`src/hw/rtl/assert_macros.svh`:
```
// Assertion macros shared by the RTL.
// No dependencies; simulation builds get the checks, synthesis gets empty bodies.
`ifndef ASSERT_MACROS_SVH
`define ASSERT_MACROS_SVH

`ifndef SYNTHESIS

`define ASSERT_PROP(label, clk, rst_n, prop) \
  label: assert property (@(posedge clk) disable iff (!(rst_n)) (prop)) \
    else $error("assertion failed");

`define ASSERT_NEVER(label, clk, rst_n, cond) \
  `ASSERT_PROP(label, clk, rst_n, !(cond))

`else

`define ASSERT_PROP(label, clk, rst_n, prop)

`define ASSERT_NEVER(label, clk, rst_n, cond)

`endif

`endif

```
`src/hw/rtl/xtea_pkg.sv`:
```
// Shared types, constants, microcode ROM and round function for the XTEA cipher.
// No dependencies.
package xtea_pkg;

  localparam int unsigned WORD_W    = 32;
  localparam int unsigned CFG_IDX_W = 2;
  localparam int unsigned NUM_KEYS  = 4;
  localparam logic [WORD_W-1:0] DELTA = 32'h9E37_79B9;

  localparam int unsigned STEP_W = 3;
  typedef logic [STEP_W-1:0] step_t;

  localparam step_t STEP_WAIT     = 3'd0;
  localparam step_t STEP_DISPATCH = 3'd1;
  localparam step_t STEP_ENC_A    = 3'd2;
  localparam step_t STEP_ENC_B    = 3'd3;
  localparam step_t STEP_ENC_EMIT = 3'd4;
  localparam step_t STEP_DEC_A    = 3'd5;
  localparam step_t STEP_DEC_B    = 3'd6;
  localparam step_t STEP_DEC_EMIT = 3'd7;

  typedef enum logic [2:0] {
    OP_LOAD,
    OP_NOP,
    OP_ENC_A,
    OP_ENC_B,
    OP_DEC_A,
    OP_DEC_B,
    OP_EMIT
  } op_e;

  typedef enum logic [2:0] {
    COND_NEXT,
    COND_ALWAYS,
    COND_NOT_START,
    COND_DECRYPT,
    COND_NOT_LAST
  } cond_e;

  typedef enum logic [CFG_IDX_W-1:0] {
    REG_KEY_A = 2'd0,
    REG_KEY_B = 2'd1,
    REG_KEY_C = 2'd2,
    REG_KEY_D = 2'd3
  } cfg_reg_e;

  typedef struct packed {
    op_e   op;
    cond_e cond;
    step_t target;
  } uword_t;

  typedef struct packed {
    op_e  op;
    logic start;
    logic emit;
  } ctrl_t;

  typedef struct packed {
    logic decrypt;
    logic emit_ok;
  } dp_stat_t;

  typedef logic [NUM_KEYS-1:0][WORD_W-1:0] key_t;

  function automatic uword_t ucode(step_t s);
    uword_t w;
    unique case (s)
      STEP_WAIT:     w = '{op: OP_LOAD,  cond: COND_NOT_START, target: STEP_WAIT};
      STEP_DISPATCH: w = '{op: OP_NOP,   cond: COND_DECRYPT,   target: STEP_DEC_A};
      STEP_ENC_A:    w = '{op: OP_ENC_A, cond: COND_NEXT,      target: STEP_WAIT};
      STEP_ENC_B:    w = '{op: OP_ENC_B, cond: COND_NOT_LAST,  target: STEP_ENC_A};
      STEP_ENC_EMIT: w = '{op: OP_EMIT,  cond: COND_ALWAYS,    target: STEP_WAIT};
      STEP_DEC_A:    w = '{op: OP_DEC_A, cond: COND_NEXT,      target: STEP_WAIT};
      STEP_DEC_B:    w = '{op: OP_DEC_B, cond: COND_NOT_LAST,  target: STEP_DEC_A};
      STEP_DEC_EMIT: w = '{op: OP_EMIT,  cond: COND_ALWAYS,    target: STEP_WAIT};
    endcase
    return w;
  endfunction

  function automatic logic [WORD_W-1:0] mix(logic [WORD_W-1:0] v,
                                            logic [WORD_W-1:0] s,
                                            logic [WORD_W-1:0] kw);
    return (((v << 4) ^ (v >> 5)) + v) ^ (s + kw);
  endfunction

endpackage

```
`src/hw/rtl/xtea_seq.sv`:
```
// Microcode sequencer: step counter, ROM lookup, jump logic and round counter.
// Depends on xtea_pkg.
module xtea_seq #(
  parameter int unsigned NUM_CYCLES = 32
) (
  input  logic               clk_i,
  input  logic               rst_ni,
  input  logic               in_valid_i,
  input  xtea_pkg::dp_stat_t stat_i,
  output xtea_pkg::ctrl_t    ctrl_o,
  output logic               in_stall_o
);

  localparam int unsigned CNT_W = (NUM_CYCLES > 1) ? $clog2(NUM_CYCLES) : 1;
  localparam logic [CNT_W-1:0] CNT_LAST = CNT_W'(NUM_CYCLES - 1);

  xtea_pkg::step_t  step_q, step_d, step_inc;
  xtea_pkg::uword_t uw;
  logic [CNT_W-1:0] cnt_q, cnt_d;
  logic             last;

  always_comb begin
    uw           = xtea_pkg::ucode(step_q);
    last         = (cnt_q == CNT_LAST);
    step_inc     = step_q + xtea_pkg::step_t'(1);
    ctrl_o.op    = uw.op;
    ctrl_o.start = (uw.op == xtea_pkg::OP_LOAD) && in_valid_i;
    ctrl_o.emit  = (uw.op == xtea_pkg::OP_EMIT) && stat_i.emit_ok;
    in_stall_o   = (uw.op != xtea_pkg::OP_LOAD);
  end

  always_comb begin
    unique case (uw.cond)
      xtea_pkg::COND_NEXT:      step_d = step_inc;
      xtea_pkg::COND_ALWAYS:    step_d = uw.target;
      xtea_pkg::COND_NOT_START: step_d = ctrl_o.start ? step_inc : uw.target;
      xtea_pkg::COND_DECRYPT:   step_d = stat_i.decrypt ? uw.target : step_inc;
      xtea_pkg::COND_NOT_LAST:  step_d = last ? step_inc : uw.target;
      default:                  step_d = xtea_pkg::STEP_WAIT;
    endcase
    if ((uw.op == xtea_pkg::OP_EMIT) && !stat_i.emit_ok) begin
      step_d = step_q;
    end
  end

  always_comb begin
    cnt_d = cnt_q;
    if (ctrl_o.start) begin
      cnt_d = '0;
    end else if ((uw.op == xtea_pkg::OP_ENC_B) || (uw.op == xtea_pkg::OP_DEC_B)) begin
      cnt_d = cnt_q + CNT_W'(1);
    end
  end

  always_ff @(posedge clk_i or negedge rst_ni) begin
    if (!rst_ni) begin
      step_q <= xtea_pkg::STEP_WAIT;
      cnt_q  <= '0;
    end else begin
      step_q <= step_d;
      cnt_q  <= cnt_d;
    end
  end

endmodule

```
`src/hw/rtl/xtea_dp.sv`:
```
// Datapath: block halves, running sum, shared half-round unit, result register.
// Depends on xtea_pkg; driven by xtea_seq.
module xtea_dp #(
  parameter int unsigned NUM_CYCLES = 32
) (
  input  logic                          clk_i,
  input  logic                          rst_ni,
  input  xtea_pkg::ctrl_t               ctrl_i,
  input  xtea_pkg::key_t                keys_i,
  input  logic [xtea_pkg::WORD_W-1:0]   block_left_i,
  input  logic [xtea_pkg::WORD_W-1:0]   block_right_i,
  input  logic                          func_i,
  input  logic                          out_stall_i,
  output xtea_pkg::dp_stat_t            stat_o,
  output logic                          out_valid_o,
  output logic [xtea_pkg::WORD_W-1:0]   result_left_o,
  output logic [xtea_pkg::WORD_W-1:0]   result_right_o
);

  localparam logic [63:0] SUM_DEC_FULL = 64'(xtea_pkg::DELTA) * 64'(NUM_CYCLES);
  localparam logic [xtea_pkg::WORD_W-1:0] SUM_DEC = SUM_DEC_FULL[xtea_pkg::WORD_W-1:0];

  logic [xtea_pkg::WORD_W-1:0] left_q, left_d, right_q, right_d, sum_q, sum_d;
  logic [xtea_pkg::WORD_W-1:0] res_l_q, res_r_q, mix_v, mix_r;
  logic [1:0]                  kidx;
  logic                        dec_q, dec_d, out_valid_q, out_valid_d;

  always_comb begin
    kidx  = ((ctrl_i.op == xtea_pkg::OP_ENC_B) || (ctrl_i.op == xtea_pkg::OP_DEC_A))
          ? sum_q[12:11] : sum_q[1:0];
    mix_v = ((ctrl_i.op == xtea_pkg::OP_ENC_A) || (ctrl_i.op == xtea_pkg::OP_DEC_B))
          ? right_q : left_q;
    mix_r = xtea_pkg::mix(mix_v, sum_q, keys_i[kidx]);
  end

  always_comb begin
    left_d  = left_q;
    right_d = right_q;
    sum_d   = sum_q;
    dec_d   = dec_q;
    unique case (ctrl_i.op)
      xtea_pkg::OP_LOAD: begin
        if (ctrl_i.start) begin
          left_d  = block_left_i;
          right_d = block_right_i;
          dec_d   = func_i;
          sum_d   = func_i ? SUM_DEC : '0;
        end
      end
      xtea_pkg::OP_ENC_A: begin
        left_d = left_q + mix_r;
        sum_d  = sum_q + xtea_pkg::DELTA;
      end
      xtea_pkg::OP_ENC_B: right_d = right_q + mix_r;
      xtea_pkg::OP_DEC_A: begin
        right_d = right_q - mix_r;
        sum_d   = sum_q - xtea_pkg::DELTA;
      end
      xtea_pkg::OP_DEC_B: left_d = left_q - mix_r;
      default: ;
    endcase
  end

  always_comb begin
    stat_o.decrypt = dec_q;
    stat_o.emit_ok = !out_valid_q || !out_stall_i;
    out_valid_d    = out_valid_q;
    if (ctrl_i.emit) begin
      out_valid_d = 1'b1;
    end else if (out_valid_q && !out_stall_i) begin
      out_valid_d = 1'b0;
    end
  end

  always_ff @(posedge clk_i) begin
    left_q  <= left_d;
    right_q <= right_d;
    sum_q   <= sum_d;
    dec_q   <= dec_d;
    if (ctrl_i.emit) begin
      res_l_q <= left_q;
      res_r_q <= right_q;
    end
  end

  always_ff @(posedge clk_i or negedge rst_ni) begin
    if (!rst_ni) begin
      out_valid_q <= 1'b0;
    end else begin
      out_valid_q <= out_valid_d;
    end
  end

  assign out_valid_o    = out_valid_q;
  assign result_left_o  = res_l_q;
  assign result_right_o = res_r_q;

endmodule

```
`src/hw/rtl/xtea_block_cipher.sv`:
```
// XTEA cipher top level: key registers, sequencer and datapath.
// Depends on xtea_pkg, xtea_seq, xtea_dp and assert_macros.svh.
//
//   channel  handshake               payload
//   cfg      cfg_we_i                cfg_idx_i, cfg_data_i
//   in       in_valid_i/in_stall_o   block_left_i, block_right_i, func_i
//   out      out_valid_o/out_stall_i result_left_o, result_right_o
//
// A word runs one half-round per clock through the shared round unit, plus
// load, dispatch and emit steps.
// The result register lets the next word load while a result waits; the emit
// step holds while that register is still full and stalled.
// Reset clears the key words, the step and round counters and the output valid.
`include "assert_macros.svh"

module xtea_block_cipher #(
  parameter int unsigned NUM_CYCLES = 32
) (
  input  logic                             clk_i,
  input  logic                             rst_ni,
  input  logic                             cfg_we_i,
  input  logic [xtea_pkg::CFG_IDX_W-1:0]   cfg_idx_i,
  input  logic [xtea_pkg::WORD_W-1:0]      cfg_data_i,
  input  logic                             in_valid_i,
  output logic                             in_stall_o,
  input  logic [xtea_pkg::WORD_W-1:0]      block_left_i,
  input  logic [xtea_pkg::WORD_W-1:0]      block_right_i,
  input  logic                             func_i,
  output logic                             out_valid_o,
  input  logic                             out_stall_i,
  output logic [xtea_pkg::WORD_W-1:0]      result_left_o,
  output logic [xtea_pkg::WORD_W-1:0]      result_right_o
);

  xtea_pkg::key_t     key_q, key_d;
  xtea_pkg::ctrl_t    ctrl;
  xtea_pkg::dp_stat_t stat;

  always_comb begin
    key_d = key_q;
    if (cfg_we_i) begin
      unique case (xtea_pkg::cfg_reg_e'(cfg_idx_i))
        xtea_pkg::REG_KEY_A: key_d[0] = cfg_data_i;
        xtea_pkg::REG_KEY_B: key_d[1] = cfg_data_i;
        xtea_pkg::REG_KEY_C: key_d[2] = cfg_data_i;
        xtea_pkg::REG_KEY_D: key_d[3] = cfg_data_i;
      endcase
    end
  end

  always_ff @(posedge clk_i or negedge rst_ni) begin
    if (!rst_ni) begin
      key_q <= '0;
    end else begin
      key_q <= key_d;
    end
  end

  xtea_seq #(
    .NUM_CYCLES (NUM_CYCLES)
  ) u_seq (
    .clk_i      (clk_i),
    .rst_ni     (rst_ni),
    .in_valid_i (in_valid_i),
    .stat_i     (stat),
    .ctrl_o     (ctrl),
    .in_stall_o (in_stall_o)
  );

  xtea_dp #(
    .NUM_CYCLES (NUM_CYCLES)
  ) u_dp (
    .clk_i          (clk_i),
    .rst_ni         (rst_ni),
    .ctrl_i         (ctrl),
    .keys_i         (key_q),
    .block_left_i   (block_left_i),
    .block_right_i  (block_right_i),
    .func_i         (func_i),
    .out_stall_i    (out_stall_i),
    .stat_o         (stat),
    .out_valid_o    (out_valid_o),
    .result_left_o  (result_left_o),
    .result_right_o (result_right_o)
  );

  `ASSERT_PROP(a_busy_after_accept, clk_i, rst_ni, (in_valid_i && !in_stall_o) |=> in_stall_o)
  `ASSERT_PROP(a_valid_from_emit, clk_i, rst_ni, $rose(out_valid_o) |-> $past(ctrl.emit))
  `ASSERT_PROP(a_idle_after_emit, clk_i, rst_ni, $fell(in_stall_o) |-> $past(ctrl.emit))

endmodule

```
`config.mk`:
```
export PLATFORM = sky130hd
export DESIGN_NAME = xtea_block_cipher
export DESIGN_NICKNAME = d
export VERILOG_FILES = /design/src/hw/rtl/xtea_pkg.sv /design/src/hw/rtl/xtea_seq.sv /design/src/hw/rtl/xtea_dp.sv /design/src/hw/rtl/xtea_block_cipher.sv
export VERILOG_INCLUDE_DIRS = /design/src /design/src/hw/rtl
export SDC_FILE = /design/constraint.sdc
export NUM_CORES = 1
export LEC_CHECK = 0
export BUFFER_PORTS_ARGS = -buffer_cell sky130_fd_sc_hd__buf_2
export CELL_PAD_IN_SITES_DETAIL_PLACEMENT = 0
export CELL_PAD_IN_SITES_GLOBAL_PLACEMENT = 1
export CORE_MARGIN = 4
export CORE_UTILIZATION = 53
export CTS_BUF_LIST = sky130_fd_sc_hd__clkbuf_4 sky130_fd_sc_hd__clkbuf_8 sky130_fd_sc_hd__clkbuf_16
export DETAILED_ROUTE_END_ITERATION = 8
export PLACE_DENSITY_LB_ADDON = 0.08
export SETUP_SLACK_MARGIN = 0.5
export SLEW_MARGIN = 30
export SYNTH_ARGS = -nofsm -noshare
export SYNTH_HDL_FRONTEND = slang
export SYNTH_HIERARCHICAL = 1
export SYNTH_SLANG_ARGS = --single-unit
```
`constraint.sdc`:
```
create_clock -name clk_i -period 19.9 [get_ports clk_i]
set_input_delay 0.995 -clock clk_i [delete_from_list [all_inputs] [get_ports clk_i]]
set_output_delay 0.995 -clock clk_i [all_outputs]
set_load 0.03 [all_outputs]
```
==> flow_summary.toml, run 1 <==
[final_layout]
mostFrequentLayoutCell = "nand2_1"
finalInstanceArea_sq_um = 24000
drive_above_1_share_pct = 19.8
nNetsFinal = 2492
ff_latch_area_sq_um = 8260
diodes = 0
multi_input_area_sq_um = 12700
area_growth_pct = 11.9
n_fill_cell = 3414
most-common-layout-cells = "nand2_1, buf_2, xnor2_1"

[synthesis]
synth_edf_count = 161
synth_cells = 2063
synth.distinct_cells = 95
synthesis.nets = 2337
yosysWarnings = 6
synthFlopType = "edfxtp_1"
syn_area_per_cell_sq_um = 10.4
seq_area_frac_synth_pct = 38.6
ys_async_sr_fraction_pct = 46.0
ys_seq_elements = 298
synth_area_sq_um = 21400

[timing]
clock.fmax_mhz = 100
fin_crit_ns = 10.00
fin_skew_ns = 0.0255
hold_violations = 0
setup_violations = 0
post-route-period-util_pct = 50.3
worst_slew_pin_slew_ns = 0.825
drv_slew = 0
tns_ns = 0
fin_ws_ns = 9.90
grt_setup_unrepaired = "false"
maxSlewHeadroom_pct = 44.4

[clock_network]
post_cts_buffers = 0
htree_levels = 1
clk_path_buf_depth = 3
root_buffer = "clkbuf_16"
cts_buffers = 31
ctsResizeCount = 0
cts_hold_buf = 0
clock_latency_ns = 0.59
cts_sinks = 298
cts_tree = "done"
clk_pin_slew_ns = 0.07

[critical_path]
crit_slowest_cell = "o21ai_0"
crit_family = "simple AND/OR/NAND/NOR gates"
timing.critical_path.fanout_max = 40
max_stage_delay_ns = 0.79
worstSetupPathType = "flop to flop"
cp_data_arrival_time_ns = 10.45
r2r_end = "u_dp/right_q[31]"
r2r_cells = 31
critPathBufInv = 4
startpoint = "u_seq/step_q[2]"
critical_path_depth = 31
crit_path_end_kind = "flop"
timing.critical_path.from_type = "flop"
crit_end = "u_dp/right_q[31]"
r2r_start = "u_seq/step_q[2]"
r2r_slack_ns = 9.90
required_ns = 20.35

[min_path]
hp-class = "flop to flop"

[global_routing]
grt_max_degree = 74
grt_pass1_wl_um = 83600
first_global_vias = 16000
grt_use_total_pct = 23.2
antenna_found_initial = 0
overflow = 0

[placement]
dp_hpwl_um = 40000
dpl_cell_area_sq_um = 22800
gp_routability_congestion = 0.901
io_buffers = 169
post-place-ws_ns = 10.0

[die]
fp.dieArea_sq_um = 43700
start_util_pct = 53.8
core_area_sq_um = 39800
die_h_um = 209
die_x_um = 209
num_rows = 73
io_pins = 170

[routing]
vias = 16000
ant_nets = 0
wl_um = 52100
drtPass1Iterations = 5
wl_per_cell_um = 18.8
post_drt_via_cell_ratio = 5.79
route.detailed.drc = 0
drtIter0Drc = 944

[run]
cap_violations = 0

[run_status]
status = "finished, final reports clean"
state kept, by name, indices dropped and copies added (netlist names):
signal,flops
key_q,128
u_dp/left_q,32
u_dp/result_left_o,32
u_dp/result_right_o,32
u_dp/right_q,32
u_dp/sum_q,32
u_seq/cnt_q,5
u_seq/step_q,3
u_dp/dec_q,1
u_dp/out_valid_o,1
final cells by class:
type                    count  share of cell area (%)
repair buffers            187                    4.12
flip-flops and latches    298                    34.5
multi-input cells        1645                    53.0
clock inverters            19                    1.29
well taps                 525                    2.74
clock buffers              38                    3.46
inverters                  55                   0.862
cell families (layout without fill, tap and decap cells):
group	after synthesis	count (layout)	synth area share, %
compound gates	498	498	14.7
xor+xnor	254	254	10.6
fa+ha+maj	170	170	10.1
buf+inv	120	299	2.38
flops	298	298	38.6
mux	183	183	11.2
simple gates	540	540	12.4
worst min path at each step:
stage,from,end,cells after the start
2_1_floorplan,u_dp/right_q[0],u_dp/result_right_o[0],0
3_3_place_gp,u_dp/right_q[0],u_dp/result_right_o[0],0
3_5_place_dp,u_dp/right_q[0],u_dp/result_right_o[0],0
4_1_cts,u_dp/right_q[0],u_dp/result_right_o[0],0
5_1_grt,u_dp/right_q[0],u_dp/result_right_o[0],0
6_report,u_dp/right_q[0],u_dp/result_right_o[0],0
cells in the mapped netlist, types with 4 or more instances:
| library cell | n | area, sq um |
|---|---|---|
| xor2_1 | 82 | 718 |
| edfxtp_1 | 161 | 4830 |
| nor2_1 | 142 | 533 |
| buf_2 | 14 | 70.1 |
| or2_2 | 11 | 68.8 |
| nor2b_1 | 19 | 119 |
| and3_1 | 16 | 100 |
| nand2b_1 | 32 | 200 |
| o21ai_1 | 10 | 50.1 |
| mux2_2 | 126 | 1420 |
| a31oi_1 | 19 | 119 |
| a211o_1 | 8 | 70.1 |
| ha_1 | 165 | 2060 |
| xnor2_1 | 168 | 1470 |
| dfrtp_1 | 137 | 3430 |
| nor3_1 | 29 | 145 |
| a221oi_1 | 4 | 35.0 |
| o21bai_1 | 13 | 97.6 |
| nand3b_1 | 7 | 52.6 |
| a21boi_0 | 6 | 45.0 |
| or3_1 | 7 | 43.8 |
| buf_1 | 6 | 22.5 |
| nand3_1 | 43 | 215 |
| a211oi_1 | 14 | 105 |
| o211ai_1 | 7 | 52.6 |
| o31ai_1 | 11 | 82.6 |
| fa_1 | 5 | 100 |
| nand2_1 | 176 | 661 |
| o22ai_1 | 6 | 37.5 |
| nand4_1 | 14 | 87.6 |
| inv_1 | 55 | 206 |
| and2_1 | 11 | 68.8 |
| nor4b_1 | 5 | 43.8 |
| buf_4 | 5 | 37.5 |
| o21a_1 | 16 | 120 |
| clkbuf_1 | 36 | 135 |
| nor3b_1 | 8 | 60.1 |
| mux2i_1 | 21 | 210 |
| o21ai_0 | 103 | 515 |
| a21oi_1 | 165 | 826 |
| mux4_2 | 32 | 721 |
| a21o_1 | 67 | 503 |
through the flow:
| stage | std cells | utilization [%] | hold WS [ns] |
|---|---|---|---|
| 2_1_floorplan | 2063 | - | 0.426 |
| 3_3_place_gp | 2710 | 57.3 | 0.443 |
| 3_5_place_dp | 2710 | 57.3 | 0.452 |
| 4_1_cts | 2767 | 60.1 | 0.466 |
| 5_1_grt | 2767 | 60.1 | 0.489 |
| 6_report | 2767 | 60.1 | 0.462 |
per-layer routing:
layer  track usage, %  wire [um]  part of all wire, %  vias to the layer above
met1             34.3      25400                   49                     7690
li1                 -          -                    -                     7876
met3             2.28       2290                  4.4                       85
met4             5.40       1100                  2.1                        0
met5                0          0                    0                        -
met2             37.4      23300                   45                      364
Power of run 1 is not shown: default switching activity piles up to over one toggle a cycle in this logic, so the estimate is an artifact.
==> inputs of run 2 (changes only) <==
--- a/config.mk
+++ b/config.mk
@@ -10,7 +10,7 @@
 export CELL_PAD_IN_SITES_DETAIL_PLACEMENT = 0
 export CELL_PAD_IN_SITES_GLOBAL_PLACEMENT = 1
 export CORE_MARGIN = 4
-export CORE_UTILIZATION = 53
+export CORE_UTILIZATION = 44
 export CTS_BUF_LIST = sky130_fd_sc_hd__clkbuf_4 sky130_fd_sc_hd__clkbuf_8 sky130_fd_sc_hd__clkbuf_16
 export DETAILED_ROUTE_END_ITERATION = 8
 export PLACE_DENSITY_LB_ADDON = 0.08
==> constraint.sdc (replaced) <==
create_clock -name clk_i -period 8.09 [get_ports clk_i]
set_input_delay 0.4045 -clock clk_i [delete_from_list [all_inputs] [get_ports clk_i]]
set_output_delay 0.4045 -clock clk_i [all_outputs]
set_load 0.03 [all_outputs]
==> run 2 against run 1 <==
Net effect: sequential cell count unchanged; clock-buffer cell count up 6; cell count up 7.5%; die area increased by 20%; global-route usage fell by 2.2 points; final area rose by 7.6%; non-clock buffer count is 115 higher; critical path type unchanged; highest routed layer unchanged.
==> flow_summary.toml, run 2 (same netlist as run 1, synthesis figures left out) <==
[timing]
grt_setup_unrepaired = "true"
drv_slew = 0
post-route-period-util_pct = 92.3
hold_violations = 0
maxSlewHeadroom_pct = 42.9
fin_crit_ns = 7.47
fin_skew_ns = 0.0276
setup_violations = 0
clock.fmax_mhz = 134
worst_slew_pin_slew_ns = 0.857

[final_layout]
most-common-layout-cells = "nand2_1, buf_2, edfxtp_1"
mostFrequentLayoutCell = "nand2_1"
drive_above_1_share_pct = 28.6
area_growth_pct = 20.4
finalInstanceArea_sq_um = 25800
diodes = 0
regMostFlops = "key_q"
fin_cells = 2974
largest_register_ffs = 128
nNetsFinal = 2612

[min_path]
hp-start = "func_i"
hp-class = "input pin to flop"

[critical_path]
r2r_start = "u_seq/step_q[0]"
crit_family = "simple AND/OR/NAND/NOR gates"
critPathBufInv = 2
max_stage_delay_ns = 0.58
cp_data_arrival_time_ns = 7.86
crit_path_frequent_cell = "xnor2_2"
crit_path_end_kind = "flop"
required_ns = 8.48
timing.critical_path.from_type = "flop"
r2r_slack_ns = 0.62
r2r_cells = 33
timing.critical_path.fanout_max = 6
r2r_end = "u_dp/left_q[31]"
critical_path_depth = 33
worstSetupPathType = "flop to flop"
crit_slowest_cell = "mux4_2"
crit_end = "u_dp/left_q[31]"
startpoint = "u_seq/step_q[0]"

[clock_network]
htree_levels = 2
cts_buffers = 35
cts_tree = "done"
clock_latency_ns = 0.55
root_buffer = "clkbuf_16"
cts_sinks = 298
clk_path_buf_depth = 3
clk_pin_slew_ns = 0.06

[global_routing]
grt_use_total_pct = 21.0
antenna_found_initial = 0
grt_pass1_wl_um = 89200
first_global_vias = 16300
grt_max_degree = 77
overflow = 0

[routing]
vias = 16500
wl_per_cell_um = 19.1
drtPass1Iterations = 5
post_drt_via_cell_ratio = 5.56
drtIter0Drc = 975
wl_um = 56700
ant_nets = 0
route.detailed.drc = 0

[die]
die_h_um = 229
die_x_um = 229
io_pins = 170
num_rows = 80
core_area_sq_um = 47900
start_util_pct = 44.7
fp.dieArea_sq_um = 52300

[placement]
dp.cells = 2867
gp_routability_congestion = 0.883
dp_hpwl_um = 42900
dpl_cell_area_sq_um = 23500
io_buffers = 169

[run_status]
status = "finished, final reports clean"

[run]
cap_violations = 0
run 2: through the flow:
step	setup TNS [ns]	util, %	hold WS [ns]	worst slack [ns]
final	0	53.8	0.0599	0.623
after global routing	0	53.8	0.0342	0.338
after CTS	0	51.9	0.0320	0.448
after detailed placement	-0.178	49.0	0.429	-0.139
after global placement	0	49.0	0.427	0.0852
after floorplan	0	-	0.109	0.507
run 2: per-layer routing:
metal | track usage, % | routed length, um | vias to the layer above
met5 | 0 | 0 | -
met2 | 34.3 | 26300 | 337
met4 | 4.31 | 935 | 0
met1 | 29.8 | 26700 | 8018
li1 | - | - | 8121
met3 | 3.27 | 2680 | 60
run 2: worst min path at each step:
stage	cells past startpoint	endpoint	slack, ns
6_report	1	u_dp/dec_q	0.06
5_1_grt	1	u_dp/dec_q	0.03
4_1_cts	1	u_dp/dec_q	0.03
3_5_place_dp	1	key_q[34]	0.43
3_3_place_gp	1	key_q[98]	0.43
2_1_floorplan	0	key_q[0]	0.11
run 2: what timing repair did:
item                                    in CTS  in global routing
buffers inserted                            12                 34
hold buffers                                 1                  0
cloned                                       1                  1
pin swaps                                   18                 55
endpoints found under the hold margin       61                  0
gates resized for setup                     36                109
endpoints found under the setup margin      18                 25
run 2: layout make-up:
cell class                      instances  area (sq um)
Clock buffer                           44          1000
Clock inverter                         14           124
Fill cell                            4331         22200
Inverter                               55           209
Multi-Input combinational cell       1646         13500
Sequential cell                       298          8260
Tap cell                              615           769
Timing Repair Buffer                  302          1950
Power of run 2 is left out for the same reason.
